--- src/hdl/hbfd_pkg.sv ---
// Package for the home bus frame deframer: sizes, frame constants,
// sequencer state type and the circular buffer index wrap helper.
// No dependencies.
`default_nettype none

package hbfd_pkg;

	// Receive buffer depth in bytes (21 to 32)
	localparam int BUF_BYTES = 21;
	localparam int IDX_W     = $clog2(BUF_BYTES);
	localparam int FILL_W    = $clog2(BUF_BYTES + 1);
	localparam int SUM_W     = FILL_W + 1;

	// Frame layout constants
	localparam logic [7:0] SOF_BYTE   = 8'h0f;
	localparam logic [7:0] PRIO_MASK  = 8'hfc;
	localparam logic [7:0] PRIO_TAG   = 8'hf8;
	localparam logic [7:0] HDR_MASK   = 8'hb0;
	localparam logic [7:0] EOF_BYTE   = 8'h04;
	localparam logic [7:0] BTN_TYPE   = 8'h00;
	localparam logic [3:0] BTN_LEN    = 4'd4;
	localparam int         MIN_FRAME  = 6;
	localparam int         DATA_START = 4;

	typedef enum logic [2:0] {
		ST_IDLE,
		ST_START,
		ST_RD,
		ST_CHK,
		ST_EMIT_RD,
		ST_EMIT_LD,
		ST_DROP
	} state_t;

	// Fold a position below twice the depth back into the buffer
	function automatic logic [IDX_W-1:0] wrap_idx(input logic [SUM_W-1:0] pos);
		logic [SUM_W-1:0] adj;
		adj = (pos >= SUM_W'(BUF_BYTES)) ? pos - SUM_W'(BUF_BYTES) : pos;
		return adj[IDX_W-1:0];
	endfunction

endpackage

`default_nettype wire

--- src/hdl/hbfd_if.sv ---
// Valid/ready channel interfaces of the home bus frame deframer:
// received byte channel and decoded result channel. No dependencies.
`default_nettype none

interface hbfd_rx_if;
	logic       valid;
	logic       ready;
	logic [7:0] rx_byte;

	modport source (output valid, output rx_byte, input ready);
	modport sink (input valid, input rx_byte, output ready);
endinterface

interface hbfd_res_if;
	logic       valid;
	logic       ready;
	logic [1:0] priority_res;
	logic [7:0] node_address;
	logic       remote_request;
	logic [3:0] data_length;
	logic [3:0] byte_index;
	logic [7:0] payload_byte;
	logic       has_byte;
	logic       message_kind;
	logic       last_of_frame;

	modport source (output valid, output priority_res, output node_address,
		output remote_request, output data_length, output byte_index,
		output payload_byte, output has_byte, output message_kind,
		output last_of_frame, input ready);
	modport sink (input valid, input priority_res, input node_address,
		input remote_request, input data_length, input byte_index,
		input payload_byte, input has_byte, input message_kind,
		input last_of_frame, output ready);
endinterface

`default_nettype wire

--- src/hdl/home_bus_frame_deframer_core.sv ---
// Home bus frame deframer: circular receive buffer, byte-serial frame checker
// and result output register. Depends on hbfd_pkg and hbfd_if.sv.
// Each buffered byte examined passes through a read state and a check state
// (ST_RD, ST_CHK); a good frame is then emitted from the buffer result by result.
// New bytes are accepted only while the sequencer is idle, so no byte is taken
// while a frame is checked or emitted. Reset: empty, idle.
`default_nettype none

module home_bus_frame_deframer_core (
	input  wire logic     clk,
	input  wire logic     arst_n,
	hbfd_rx_if.sink       rx,
	hbfd_res_if.source    result
);

	localparam int IDX_W = hbfd_pkg::IDX_W;
	localparam int FILL_W = hbfd_pkg::FILL_W;
	localparam int SUM_W = hbfd_pkg::SUM_W;

	hbfd_pkg::state_t state_q, state_d;

	// Control registers
	logic [IDX_W-1:0]  head_q;
	logic [FILL_W-1:0] fill_q;
	logic              out_valid_q;

	// Working registers
	logic [7:0]        mem_q [hbfd_pkg::BUF_BYTES];
	logic [7:0]        rdata_q;
	logic [IDX_W-1:0]  idx_q;
	logic [7:0]        sum_q;
	logic [1:0]        prio_q;
	logic [7:0]        addr_q;
	logic              rtr_q;
	logic [3:0]        len_q;
	logic [7:0]        first_q;
	logic              button_q;
	logic [3:0]        k_q;

	// Output register
	logic [1:0]        o_prio_q;
	logic [7:0]        o_addr_q;
	logic              o_rtr_q;
	logic [3:0]        o_len_q;
	logic [3:0]        o_idx_q;
	logic [7:0]        o_byte_q;
	logic              o_has_q;
	logic              o_kind_q;
	logic              o_last_q;

	// Combinational controls
	logic              rx_fire;
	logic              out_free;
	logic [IDX_W-1:0]  rd_off;
	logic [IDX_W-1:0]  rd_addr;
	logic [IDX_W-1:0]  wr_addr;
	logic              chk_err;
	logic              chk_wait;
	logic              chk_ok;
	logic              button_bad;
	logic [IDX_W-1:0]  ck_idx;
	logic [IDX_W-1:0]  eof_idx;
	logic [FILL_W-1:0] frame_len;
	logic [FILL_W-1:0] need_len;
	logic              emit_last;

	assign rx_fire  = rx.valid && rx.ready;
	assign out_free = !out_valid_q || result.ready;

	// Buffer positions
	assign ck_idx    = IDX_W'(hbfd_pkg::DATA_START) + IDX_W'(len_q);
	assign eof_idx   = ck_idx + IDX_W'(1);
	assign frame_len = FILL_W'(hbfd_pkg::MIN_FRAME) + FILL_W'(len_q);
	assign need_len  = FILL_W'(hbfd_pkg::MIN_FRAME) + FILL_W'(rdata_q[3:0]);
	assign wr_addr   = hbfd_pkg::wrap_idx(SUM_W'(head_q) + SUM_W'(fill_q));
	assign rd_addr   = hbfd_pkg::wrap_idx(SUM_W'(head_q) + SUM_W'(rd_off));
	assign emit_last = (len_q == 4'd0) || (4'(k_q + 4'd1) == len_q);

	// Push button frames carry a fixed form
	assign button_bad = (len_q != 4'd0) && (first_q == hbfd_pkg::BTN_TYPE) &&
		((prio_q != 2'd0) || rtr_q || (len_q != hbfd_pkg::BTN_LEN));

	// Per-byte check of the byte now in rdata_q
	always_comb begin
		chk_err  = 1'b0;
		chk_wait = 1'b0;
		chk_ok   = 1'b0;
		if (idx_q == IDX_W'(0)) begin
			chk_err = (rdata_q != hbfd_pkg::SOF_BYTE);
		end else if (idx_q == IDX_W'(1)) begin
			chk_err = ((rdata_q & hbfd_pkg::PRIO_MASK) != hbfd_pkg::PRIO_TAG);
		end else if (idx_q == IDX_W'(3)) begin
			chk_err  = ((rdata_q & hbfd_pkg::HDR_MASK) != 8'h00);
			chk_wait = !chk_err && (fill_q < need_len);
		end else if (idx_q == ck_idx) begin
			chk_err = (rdata_q != 8'(8'd0 - sum_q));
		end else if (idx_q == eof_idx) begin
			chk_err = (rdata_q != hbfd_pkg::EOF_BYTE) || button_bad;
			chk_ok  = !chk_err;
		end
	end

	// Next state
	always_comb begin
		state_d = state_q;
		case (state_q)
			hbfd_pkg::ST_IDLE: begin
				if (rx_fire) state_d = hbfd_pkg::ST_START;
			end
			hbfd_pkg::ST_START: begin
				if (fill_q < FILL_W'(hbfd_pkg::MIN_FRAME)) state_d = hbfd_pkg::ST_IDLE;
				else state_d = hbfd_pkg::ST_RD;
			end
			hbfd_pkg::ST_RD: state_d = hbfd_pkg::ST_CHK;
			hbfd_pkg::ST_CHK: begin
				if (chk_err) state_d = hbfd_pkg::ST_START;
				else if (chk_wait) state_d = hbfd_pkg::ST_IDLE;
				else if (chk_ok) state_d = hbfd_pkg::ST_EMIT_RD;
				else state_d = hbfd_pkg::ST_RD;
			end
			hbfd_pkg::ST_EMIT_RD: state_d = hbfd_pkg::ST_EMIT_LD;
			hbfd_pkg::ST_EMIT_LD: begin
				if (out_free) begin
					state_d = emit_last ? hbfd_pkg::ST_DROP : hbfd_pkg::ST_EMIT_RD;
				end
			end
			hbfd_pkg::ST_DROP: state_d = hbfd_pkg::ST_IDLE;
			default: state_d = hbfd_pkg::ST_IDLE;
		endcase
	end

	// Outputs of the sequencer
	always_comb begin
		rx.ready = 1'b0;
		rd_off   = IDX_W'(hbfd_pkg::DATA_START) + IDX_W'(k_q);
		case (state_q)
			hbfd_pkg::ST_IDLE: rx.ready = 1'b1;
			hbfd_pkg::ST_RD:   rd_off = idx_q;
			default: begin
				rx.ready = 1'b0;
			end
		endcase
	end

	// Control state
	always_ff @(posedge clk or negedge arst_n) begin
		if (!arst_n) begin
			state_q     <= hbfd_pkg::ST_IDLE;
			head_q      <= '0;
			fill_q      <= '0;
			out_valid_q <= 1'b0;
		end else begin
			state_q <= state_d;
			if (rx_fire) begin
				// full buffer: new byte overwrites the oldest
				if (fill_q == FILL_W'(hbfd_pkg::BUF_BYTES)) begin
					head_q <= hbfd_pkg::wrap_idx(SUM_W'(head_q) + SUM_W'(1));
				end else begin
					fill_q <= fill_q + FILL_W'(1);
				end
			end else if (state_q == hbfd_pkg::ST_CHK && chk_err) begin
				head_q <= hbfd_pkg::wrap_idx(SUM_W'(head_q) + SUM_W'(1));
				fill_q <= fill_q - FILL_W'(1);
			end else if (state_q == hbfd_pkg::ST_DROP) begin
				head_q <= hbfd_pkg::wrap_idx(SUM_W'(head_q) + SUM_W'(frame_len));
				fill_q <= fill_q - frame_len;
			end
			if (state_q == hbfd_pkg::ST_EMIT_LD && out_free) begin
				out_valid_q <= 1'b1;
			end else if (result.ready) begin
				out_valid_q <= 1'b0;
			end
		end
	end

	// Buffer memory: one write, one registered read
	always_ff @(posedge clk) begin
		if (rx_fire) mem_q[wr_addr] <= rx.rx_byte;
		rdata_q <= mem_q[rd_addr];
	end

	// Frame field capture and running checksum
	always_ff @(posedge clk) begin
		case (state_q)
			hbfd_pkg::ST_START: idx_q <= '0;
			hbfd_pkg::ST_CHK: begin
				idx_q <= idx_q + IDX_W'(1);
				sum_q <= (idx_q == IDX_W'(0)) ? rdata_q : 8'(sum_q + rdata_q);
				if (idx_q == IDX_W'(1)) prio_q <= rdata_q[1:0];
				if (idx_q == IDX_W'(2)) addr_q <= rdata_q;
				if (idx_q == IDX_W'(3)) begin
					len_q <= rdata_q[3:0];
					rtr_q <= rdata_q[6];
				end
				if (idx_q == IDX_W'(hbfd_pkg::DATA_START)) first_q <= rdata_q;
				button_q <= (len_q != 4'd0) && (first_q == hbfd_pkg::BTN_TYPE);
				k_q      <= '0;
			end
			hbfd_pkg::ST_EMIT_LD: begin
				if (out_free) k_q <= k_q + 4'd1;
			end
			default: begin
				k_q <= k_q;
			end
		endcase
	end

	// Result register load
	always_ff @(posedge clk) begin
		if (state_q == hbfd_pkg::ST_EMIT_LD && out_free) begin
			o_prio_q <= prio_q;
			o_addr_q <= addr_q;
			o_rtr_q  <= rtr_q;
			o_len_q  <= len_q;
			o_idx_q  <= k_q;
			o_byte_q <= (len_q == 4'd0) ? 8'h00 : rdata_q;
			o_has_q  <= (len_q != 4'd0);
			o_kind_q <= button_q;
			o_last_q <= emit_last;
		end
	end

	assign result.valid          = out_valid_q;
	assign result.priority_res   = o_prio_q;
	assign result.node_address   = o_addr_q;
	assign result.remote_request = o_rtr_q;
	assign result.data_length    = o_len_q;
	assign result.byte_index     = o_idx_q;
	assign result.payload_byte   = o_byte_q;
	assign result.has_byte       = o_has_q;
	assign result.message_kind   = o_kind_q;
	assign result.last_of_frame  = o_last_q;

	// Checks
	a_fill_bound: assert property (@(posedge clk) disable iff (!arst_n)
		fill_q <= FILL_W'(hbfd_pkg::BUF_BYTES))
		else $error("buffer fill above depth");

	a_head_bound: assert property (@(posedge clk) disable iff (!arst_n)
		head_q < IDX_W'(hbfd_pkg::BUF_BYTES))
		else $error("head index outside buffer");

	a_fill_grow: assert property (@(posedge clk) disable iff (!arst_n)
		(rx_fire && fill_q < FILL_W'(hbfd_pkg::BUF_BYTES)) |=>
		(fill_q == $past(fill_q) + FILL_W'(1)))
		else $error("accepted byte not counted");

	a_load_free: assert property (@(posedge clk) disable iff (!arst_n)
		(out_valid_q && !result.ready) |=> out_valid_q && $stable(o_byte_q))
		else $error("pending result overwritten");

endmodule

`default_nettype wire
--- src/flat_wrapper.sv ---
// flat-port wrapper written by rule: the top's interface ports become plain ports
module home_bus_frame_deframer_core_flat 
  (clk, arst_n, rx_valid, rx_rx_byte, rx_ready, result_valid, result_priority_res, result_node_address, result_remote_request, result_data_length, result_byte_index, result_payload_byte, result_has_byte, result_message_kind, result_last_of_frame, result_ready);
  hbfd_rx_if rx_i ();
  hbfd_res_if result_i ();
  input  wire logic clk;
  input  wire logic arst_n;
  input wire logic [$bits(rx_i.valid)-1:0] rx_valid;
  input wire logic [$bits(rx_i.rx_byte)-1:0] rx_rx_byte;
  output wire logic [$bits(rx_i.ready)-1:0] rx_ready;
  output wire logic [$bits(result_i.valid)-1:0] result_valid;
  output wire logic [$bits(result_i.priority_res)-1:0] result_priority_res;
  output wire logic [$bits(result_i.node_address)-1:0] result_node_address;
  output wire logic [$bits(result_i.remote_request)-1:0] result_remote_request;
  output wire logic [$bits(result_i.data_length)-1:0] result_data_length;
  output wire logic [$bits(result_i.byte_index)-1:0] result_byte_index;
  output wire logic [$bits(result_i.payload_byte)-1:0] result_payload_byte;
  output wire logic [$bits(result_i.has_byte)-1:0] result_has_byte;
  output wire logic [$bits(result_i.message_kind)-1:0] result_message_kind;
  output wire logic [$bits(result_i.last_of_frame)-1:0] result_last_of_frame;
  input wire logic [$bits(result_i.ready)-1:0] result_ready;
  assign rx_i.valid = rx_valid;
  assign rx_i.rx_byte = rx_rx_byte;
  assign rx_ready = rx_i.ready;
  assign result_valid = result_i.valid;
  assign result_priority_res = result_i.priority_res;
  assign result_node_address = result_i.node_address;
  assign result_remote_request = result_i.remote_request;
  assign result_data_length = result_i.data_length;
  assign result_byte_index = result_i.byte_index;
  assign result_payload_byte = result_i.payload_byte;
  assign result_has_byte = result_i.has_byte;
  assign result_message_kind = result_i.message_kind;
  assign result_last_of_frame = result_i.last_of_frame;
  assign result_i.ready = result_ready;
  home_bus_frame_deframer_core u_core (.clk(clk), .arst_n(arst_n), .rx(rx_i), .result(result_i));
endmodule
--- config.mk ---
export PLATFORM = sky130hd
export DESIGN_NAME = home_bus_frame_deframer_core_flat
export DESIGN_NICKNAME = d
export VERILOG_FILES = /design/src/hdl/hbfd_pkg.sv /design/src/hdl/hbfd_if.sv /design/src/hdl/home_bus_frame_deframer_core.sv /design/src/flat_wrapper.sv
export SDC_FILE = /design/constraint.sdc
export NUM_CORES = 1
export LEC_CHECK = 0
export ABC_CLOCK_PERIOD_IN_PS = 5000
export BUFFER_PORTS_ARGS = -buffer_cell sky130_fd_sc_hd__buf_2
export CAP_MARGIN = 15
export CORE_ASPECT_RATIO = 2
export CORE_MARGIN = 2
export CORE_UTILIZATION = 45
export DETAILED_ROUTE_END_ITERATION = 6
export GPL_TIMING_DRIVEN = 0
export PLACE_DENSITY = 0.73
export SYNTH_ARGS = -nofsm -noshare
export SYNTH_HDL_FRONTEND = slang
export SYNTH_SLANG_ARGS = --single-unit
--- constraint.sdc ---
create_clock -name clk -period 5 [get_ports clk]
set_input_delay 0.25 -clock clk [delete_from_list [all_inputs] [get_ports clk]]
set_output_delay 0.25 -clock clk [all_outputs]
set_load 0.05 [all_outputs]
==> results.yml, run 1 <==
layout:
  antenna_cells: 0
  finish.net_count: 1308
  instances_no_fill: 1626
  drive_above_1_share: 0.148
  multi_input_comb_area_sq_um: 6070
  area.growth.synth_to_final_pct: 13.1
  fillerInstances: 2577
  layout.area.seq_sq_um: 7690
  post-route-cell-area_sq_um: 15800
critical_path:
  crit-reg2reg-launch: "u_core.state_q[1]$_DFFE_PN0P_"
  crit_start: "u_core.state_q[1]$_DFFE_PN0P_"
  worstSetupPathType: "flip-flop to flip-flop"
  critical-path-top-cell-by-count: "clkbuf_1"
  path_cells: "inv_1 -> nor3_4 -> mux2_2 -> ha_1 -> fa_1 -> clkbuf_1 -> clkbuf_1 -> clkbuf_1 -> a211oi_1 -> a2111oi_4 -> a21oi_1 -> o2111ai_1"
  worstPathArrival_ns: 5.33
  worst_path_largest_cell_delay_ns: 0.72
  timing.critical_path.from_type: "flip-flop"
  worst-path-buf-inv: 4
  worst-path-max-fanout: 10
  timing.critical_path.slowest_stage_cell: "clkbuf_1"
  worst-endpoint-required_ns: 5.44
  endpoint_kind: "flip-flop"
  critical_path.top_delay_family: "buffers and inverters"
yosys:
  synth_fa_ha_area_frac: 0.0566
  share_of_the_yosys_chip_area_belonging_to_registers: 0.552
  synth_enable_flop_cells: 239
  synth.net_count: 1220
  ys_seq_elements: 261
  post_synth_and_or_nand_nor_area_fraction: 0.100
  largest_area_contributor_in_the_netlist: "edfxtp_1"
  async_reset_ff_frac: 0.0536
  mappedNetlistArea_sq_um: 13900
  synth_cell_types: 78
  main_combinational_cell_family_by_area_after_synthesis: "compound AO/OA/AOI/OAI gates"
  synthMuxAreaShare: 0.0947
  synth.avg_cell_area_sq_um: 12.1
  yosysWarnings: 0
  synth_xor_area_frac: 0.0386
  synthesis.instances: 1148
  netlist.area_leader.share: 0.515
  compound_gate_fraction_of_synth_area: 0.131
  synth_area_leaders: "edfxtp_1 52%, mux2i_1 7.6%, ha_1 4.9%"
  synth_top_flop_cell: "edfxtp_1"
global_routing:
  grt-busiest-layer: "met2"
  globalRouteMet2Util: 0.368
  grt_first_pass_wirelength_um: 53800
  grtUsageTotal: 0.215
  largest_net_degree_at_the_start_of_global_routing: 22
  antenna_found_initial: 0
  globalRouteMet1Util: 0.276
  grt_overflow_total: 0
  global_route.usage.met3: 0.0294
  grt_pass1_vias: 9768
sta:
  tightestPinTransition_ns: 1.03
  hold_viol: 0
  achievable-frequency_mhz: 204
  report.final.slew_viol_count: 0
  grt_setup_unrepaired: "true"
  timing.final.crit_period_ns: 4.89
  layout_setup_ws_ns: 0.109
  max-slew-margin-rel: 0.309
  timing.final.crit_share: 0.978
  setup_tns_ns: 0
  fin_worst_skew_ns: 0.00878
  finalSetupViolations: 0
placement:
  hpwlAfterDp_um: 24600
  gp_congestion: 0.925
  dp_cells: 1564
  placed_cell_area_sq_um: 14600
  placement.io_buffers: 43
  preCtsSetupSlack_ns: -0.944
clock_network:
  cts_max_path_buffers: 3
  cts.htree.levels: 1
  worst_setup_hold_path_clk_slew_ns: 0.06
  clock_tree.root_cell: "clkbuf_16"
  cts-buffers-inserted: 24
  cts.sinks: 261
  cts_tree: "built"
  insertion_delay_ns: 0.54
route:
  drt-total-wl_um: 35200
  drt_drc_violations_left: 0
  routed_wire_length_per_instance_um: 21.6
  drt-pass1-iter-count: 5
  drt_iter0_markers: 1030
  drtAntennaViolNets: 0
  routed_via_density: 6.02
  dr_total_vias: 9787
hold_path:
  hp-class: "primary input to flip-flop"
  min-delay-start: "result_ready"
die:
  number_of_placed_i_o_pins: 44
  die_area_sq_um: 32500
  core-area_sq_um: 30600
  die_h_um: 253
  rows: 91
  die_width_um: 128
  initial_core_utilization: 0.455
flow_run:
  max_cap_viol_count: 0
run_status:
  status: "completed"
## logic make-up after synthesis
family,Yosys count
AND/OR/NAND/NOR,281
AO/OA/AOI/OAI,268
flip-flops,261
multiplexers,128
buffers and inverters,91
adder cells (fa/ha/maj),60
XOR/XNOR,59
## synthesized netlist by cell type, drive strengths merged (4+ instances only)
cell / instances
a2111oi: 6
a211o: 7
a211oi: 49
a21o: 12
a21oi: 66
a22oi: 6
a31oi: 15
a32oi: 6
and2: 13
and3: 8
buf: 16
clkbuf: 32
dfrtp: 14
dfxtp: 8
edfxtp: 239
fa: 5
ha: 55
inv: 41
mux2: 21
mux2i: 106
nand2: 68
nand2b: 11
nand3: 27
nor2: 65
nor2b: 43
nor3: 17
nor4: 8
o2111ai: 4
o211ai: 5
o21ai: 39
o21bai: 7
o22ai: 11
o31ai: 5
o41ai: 4
or3: 5
xnor2: 35
xor2: 23
## layer usage
layer / part of all wire / up-vias
met1: 0.41 / 4756
met5: 0 / -
met3: 0.064 / 87
met2: 0.50 / 399
met4: 0.033 / 0
li1: - / 4545
## per-stage QoR
stage	util	hold slack, ns
final	0.514	0.0372
after global placement	0.477	0.188
after global routing	0.514	0.0792
after CTS	0.508	0.0211
after floorplan	-	-0.0456
after detailed placement	0.478	0.190
## layout make-up
class,count,share of cell area
sequential,261,0.488
buffer,46,0.0144
clock inverter,13,0.00683
clock buffer,31,0.0411
tap,372,0.0295
multi-input combinational,796,0.385
timing repair buffer,64,0.0243
inverter,43,0.0107
## registers in the layout (all words and copies together), names as in the netlist, 2 cells and up
register	flops
u_core.result.priority_res	2
u_core.fill_q	5
u_core.result.node_address	8
u_core.result.payload_byte	8
u_core.idx_q	5
u_core.k_q	4
u_core.head_q	5
u_core.first_q	8
u_core.sum_q	8
u_core.mem_q	168
u_core.rdata_q	8
u_core.state_q	3
u_core.result.byte_index	4
u_core.len_q	4
u_core.result.data_length	4
u_core.addr_q	8
u_core.prio_q	2
## worst reg2reg max path: cells and delay by family (launching register included)
family / cells / cell delay (ns)
buffers and inverters: 4 / 2.03
AO/OA/AOI/OAI: 4 / 0.92
adder cells (fa/ha/maj): 2 / 0.74
flip-flops: 1 / 0.41
multiplexers: 1 / 0.39
AND/OR/NAND/NOR: 1 / 0.31
## final timing paths
path                                                                end  slack (ns)  cells after the start
worst max-delay path                          u_core.rdata_q[7]$_DFF_P_        0.11                     12
worst min-delay path                    u_core.result.valid$_DFFE_PN0P_        0.04                      3
worst max register to register                u_core.rdata_q[7]$_DFF_P_        0.11                     12
worst min register to register  u_core.result.node_address[1]$_DFFE_PP_        0.42                      0
max in group asynchronous                 u_core.state_q[1]$_DFFE_PN0P_        4.51                      2
min in group asynchronous                  u_core.head_q[4]$_DFFE_PN0P_        0.19                      2
## repair_timing
action | in CTS | in global routing
hold buffers | 1 | 0
hold endpoints to repair | 14 | 0
gates resized for setup | 32 | 29
setup buffers | 5 | 14
setup endpoints to repair | 9 | 9
pin swaps | 0 | 8
## layout by cell type (no fill, tap or decap), types with 27 or more instances in the layout
cell / Yosys / layout
a211oi_1: 49 / 48
nand3_1: 27 / 27
nor2b_1: 43 / 42
mux2i_1: 106 / 105
o21ai_0: 36 / 35
nor2_1: 64 / 62
xnor2_1: 34 / 34
inv_1: 41 / 38
ha_1: 55 / 52
nand2_1: 68 / 66
buf_2: 6 / 50
a21oi_1: 64 / 62
edfxtp_1: 239 / 239
Power of run 1 is not shown: default switching activity piles up to over one toggle a cycle in this logic, so the estimate is an artifact.
==> inputs of run 2 (changes only) <==
--- a/config.mk
+++ b/config.mk
@@ -14,6 +14,7 @@
 export DETAILED_ROUTE_END_ITERATION = 6
 export GPL_TIMING_DRIVEN = 0
 export PLACE_DENSITY = 0.73
+export SETUP_SLACK_MARGIN = 0.2
 export SYNTH_ARGS = -nofsm -noshare
 export SYNTH_HDL_FRONTEND = slang
 export SYNTH_SLANG_ARGS = --single-unit
==> results.yml, run 2 (synthesis results as in run 1) <==
sta:
  hold_viol: 0
  timing.final.crit_period_ns: 4.78
  timing.final.crit_share: 0.955
  achievable-frequency_mhz: 209
  fin_worst_skew_ns: 0.00661
  report.final.slew_viol_count: 0
  max-slew-margin-rel: 0.298
  layout_setup_ws_ns: 0.224
  grt_setup_unrepaired: "true"
  worst_hold_slack_ns: 0.0386
  tightestPinTransition_ns: 1.04
  finalSetupViolations: 0
route:
  routed_via_density: 6.05
  drtAntennaViolNets: 0
  dr_total_vias: 9847
  routed_wire_length_per_instance_um: 21.6
  drt-pass1-iter-count: 7
  drt_drc_violations_left: 0
  drt_iter0_markers: 967
  drt-total-wl_um: 35100
global_routing:
  grtUsageTotal: 0.215
  grt_pass1_vias: 9820
  antenna_found_initial: 0
  largest_net_degree_at_the_start_of_global_routing: 22
  grt_first_pass_wirelength_um: 54000
  grt_overflow_total: 0
critical_path:
  path_depth: 23
  endpoint_kind: "flip-flop"
  worstSetupPathType: "flip-flop to flip-flop"
  timing.critical_path.from_type: "flip-flop"
  worst_path_largest_cell_delay_ns: 0.47
  critical_path.top_delay_family: "simple AND/OR/NAND/NOR gates"
  path_cells: "clkbuf_8 -> inv_2 -> ha_4 -> nand2_4 -> and3_1 -> a2111o_1 -> a22oi_2 -> o32ai_4 -> and2_1 -> buf_6 -> or2_2 -> ha_2 -> xor2_1 -> nor2_1 -> ha_1 -> nor2b_1 -> o21ai_1 -> nand2b_1 -> or3_1 -> a22o_1 -> o21ai_0 -> nor4_1 -> o32ai_1"
  worstRegToRegCells: 23
  worstPathArrival_ns: 5.21
  worst-endpoint-required_ns: 5.44
  worst-path-max-fanout: 9
  timing.critical_path.slowest_stage_cell: "edfxtp_1"
  worst-path-buf-inv: 3
clock_network:
  cts-buffers-inserted: 24
  clock_tree.root_cell: "clkbuf_16"
  cts_tree: "built"
  cts.htree.levels: 1
  insertion_delay_ns: 0.53
  cts.sinks: 261
  worst_setup_hold_path_clk_slew_ns: 0.07
  cts_max_path_buffers: 3
hold_path:
  hp-class: "primary input to flip-flop"
  timing.hold.worst_path_depth: 3
layout:
  final_common_cell: "edfxtp_1"
  drive_above_1_share: 0.162
  layout.area.seq_sq_um: 7690
  top_register: "u_core.mem_q"
  finish.net_count: 1309
  fillerInstances: 2557
  multi_input_comb_area_sq_um: 6140
  layout.cells.most_common_list: "239 x edfxtp_1, 105 x mux2i_1, 66 x nand2_1"
  antenna_cells: 0
  largest_reg_flops: 168
  area.growth.synth_to_final_pct: 13.7
die:
  number_of_placed_i_o_pins: 44
  die_area_sq_um: 32500
  initial_core_utilization: 0.455
  die_h_um: 253
  die_width_um: 128
  core-area_sq_um: 30600
  rows: 91
placement:
  placement.io_buffers: 43
  gp_congestion: 0.925
  preCtsSetupSlack_ns: -0.944
  hpwlAfterDp_um: 24600
run_status:
  status: "completed"
flow_run:
  max_cap_viol_count: 0
run 2: cell count changes in the layout (fill, tap and decap cells not counted), sizes merged:
cell / before / now
clkinv: 8 / 9
buf: 76 / 74
clkinvlp: 3 / 2
clkbuf: 64 / 67
run 2: path summary, 6_finish.rpt:
path	end	start	slack [ns]
setup / recovery	u_core.fill_q[4]$_DFFE_PN0P_	u_core.len_q[0]$_DFFE_PP_	0.22
hold reg to reg	u_core.result.node_address[1]$_DFFE_PP_	u_core.addr_q[1]$_DFFE_PP_	0.42
setup reg to reg	u_core.fill_q[4]$_DFFE_PN0P_	u_core.len_q[0]$_DFFE_PP_	0.22
min in group asynchronous	u_core.head_q[4]$_DFFE_PN0P_	arst_n	0.19
hold / removal	u_core.result.valid$_DFFE_PN0P_	result_ready	0.04
max in group asynchronous	u_core.state_q[1]$_DFFE_PN0P_	arst_n	4.51
run 2: cell type report:
class	instances	share of cell area
Sequential cell	261	0.485
Multi-Input combinational cell	796	0.388
Inverter	43	0.0105
Clock buffer	31	0.0409
Clock inverter	13	0.00679
Tap cell	372	0.0294
Buffer	48	0.0159
Timing Repair Buffer	63	0.0237
run 2: through the flow:
step	utilization	area, sq um	cells	TNS, ns
after floorplan	-	13900	1148	0
after global placement	0.477	14600	1563	-4.37
after detailed placement	0.478	14600	1564	-5.78
after CTS	0.512	15700	1622	0
after global routing	0.517	15800	1627	0
final	0.517	15800	1627	0
run 2: timing repair:
item                                    in CTS  in global routing
setup buffers                               13                  5
hold buffers                                 1                  0
pin swaps                                    7                  6
endpoints found under the hold margin       14                  0
endpoints found under the setup margin       9                 97
gates resized for setup                     48                 40
run 2: tightest hold or removal path, stage by stage:
cell and delay, ns:
buf_2 0.08, nand2b_1 0.13, nand2_1 0.06
run 2: metal layers:
layer / GRT usage / vias to the layer above / wire length (um)
li1: - / 4540 / -
met1: 0.276 / 4806 / 14000
met2: 0.369 / 429 / 17500
met3: 0.0292 / 72 / 2440
met4: 0.0813 / 0 / 1060
met5: 0 / - / 0
Power of run 2 is left out for the same reason.
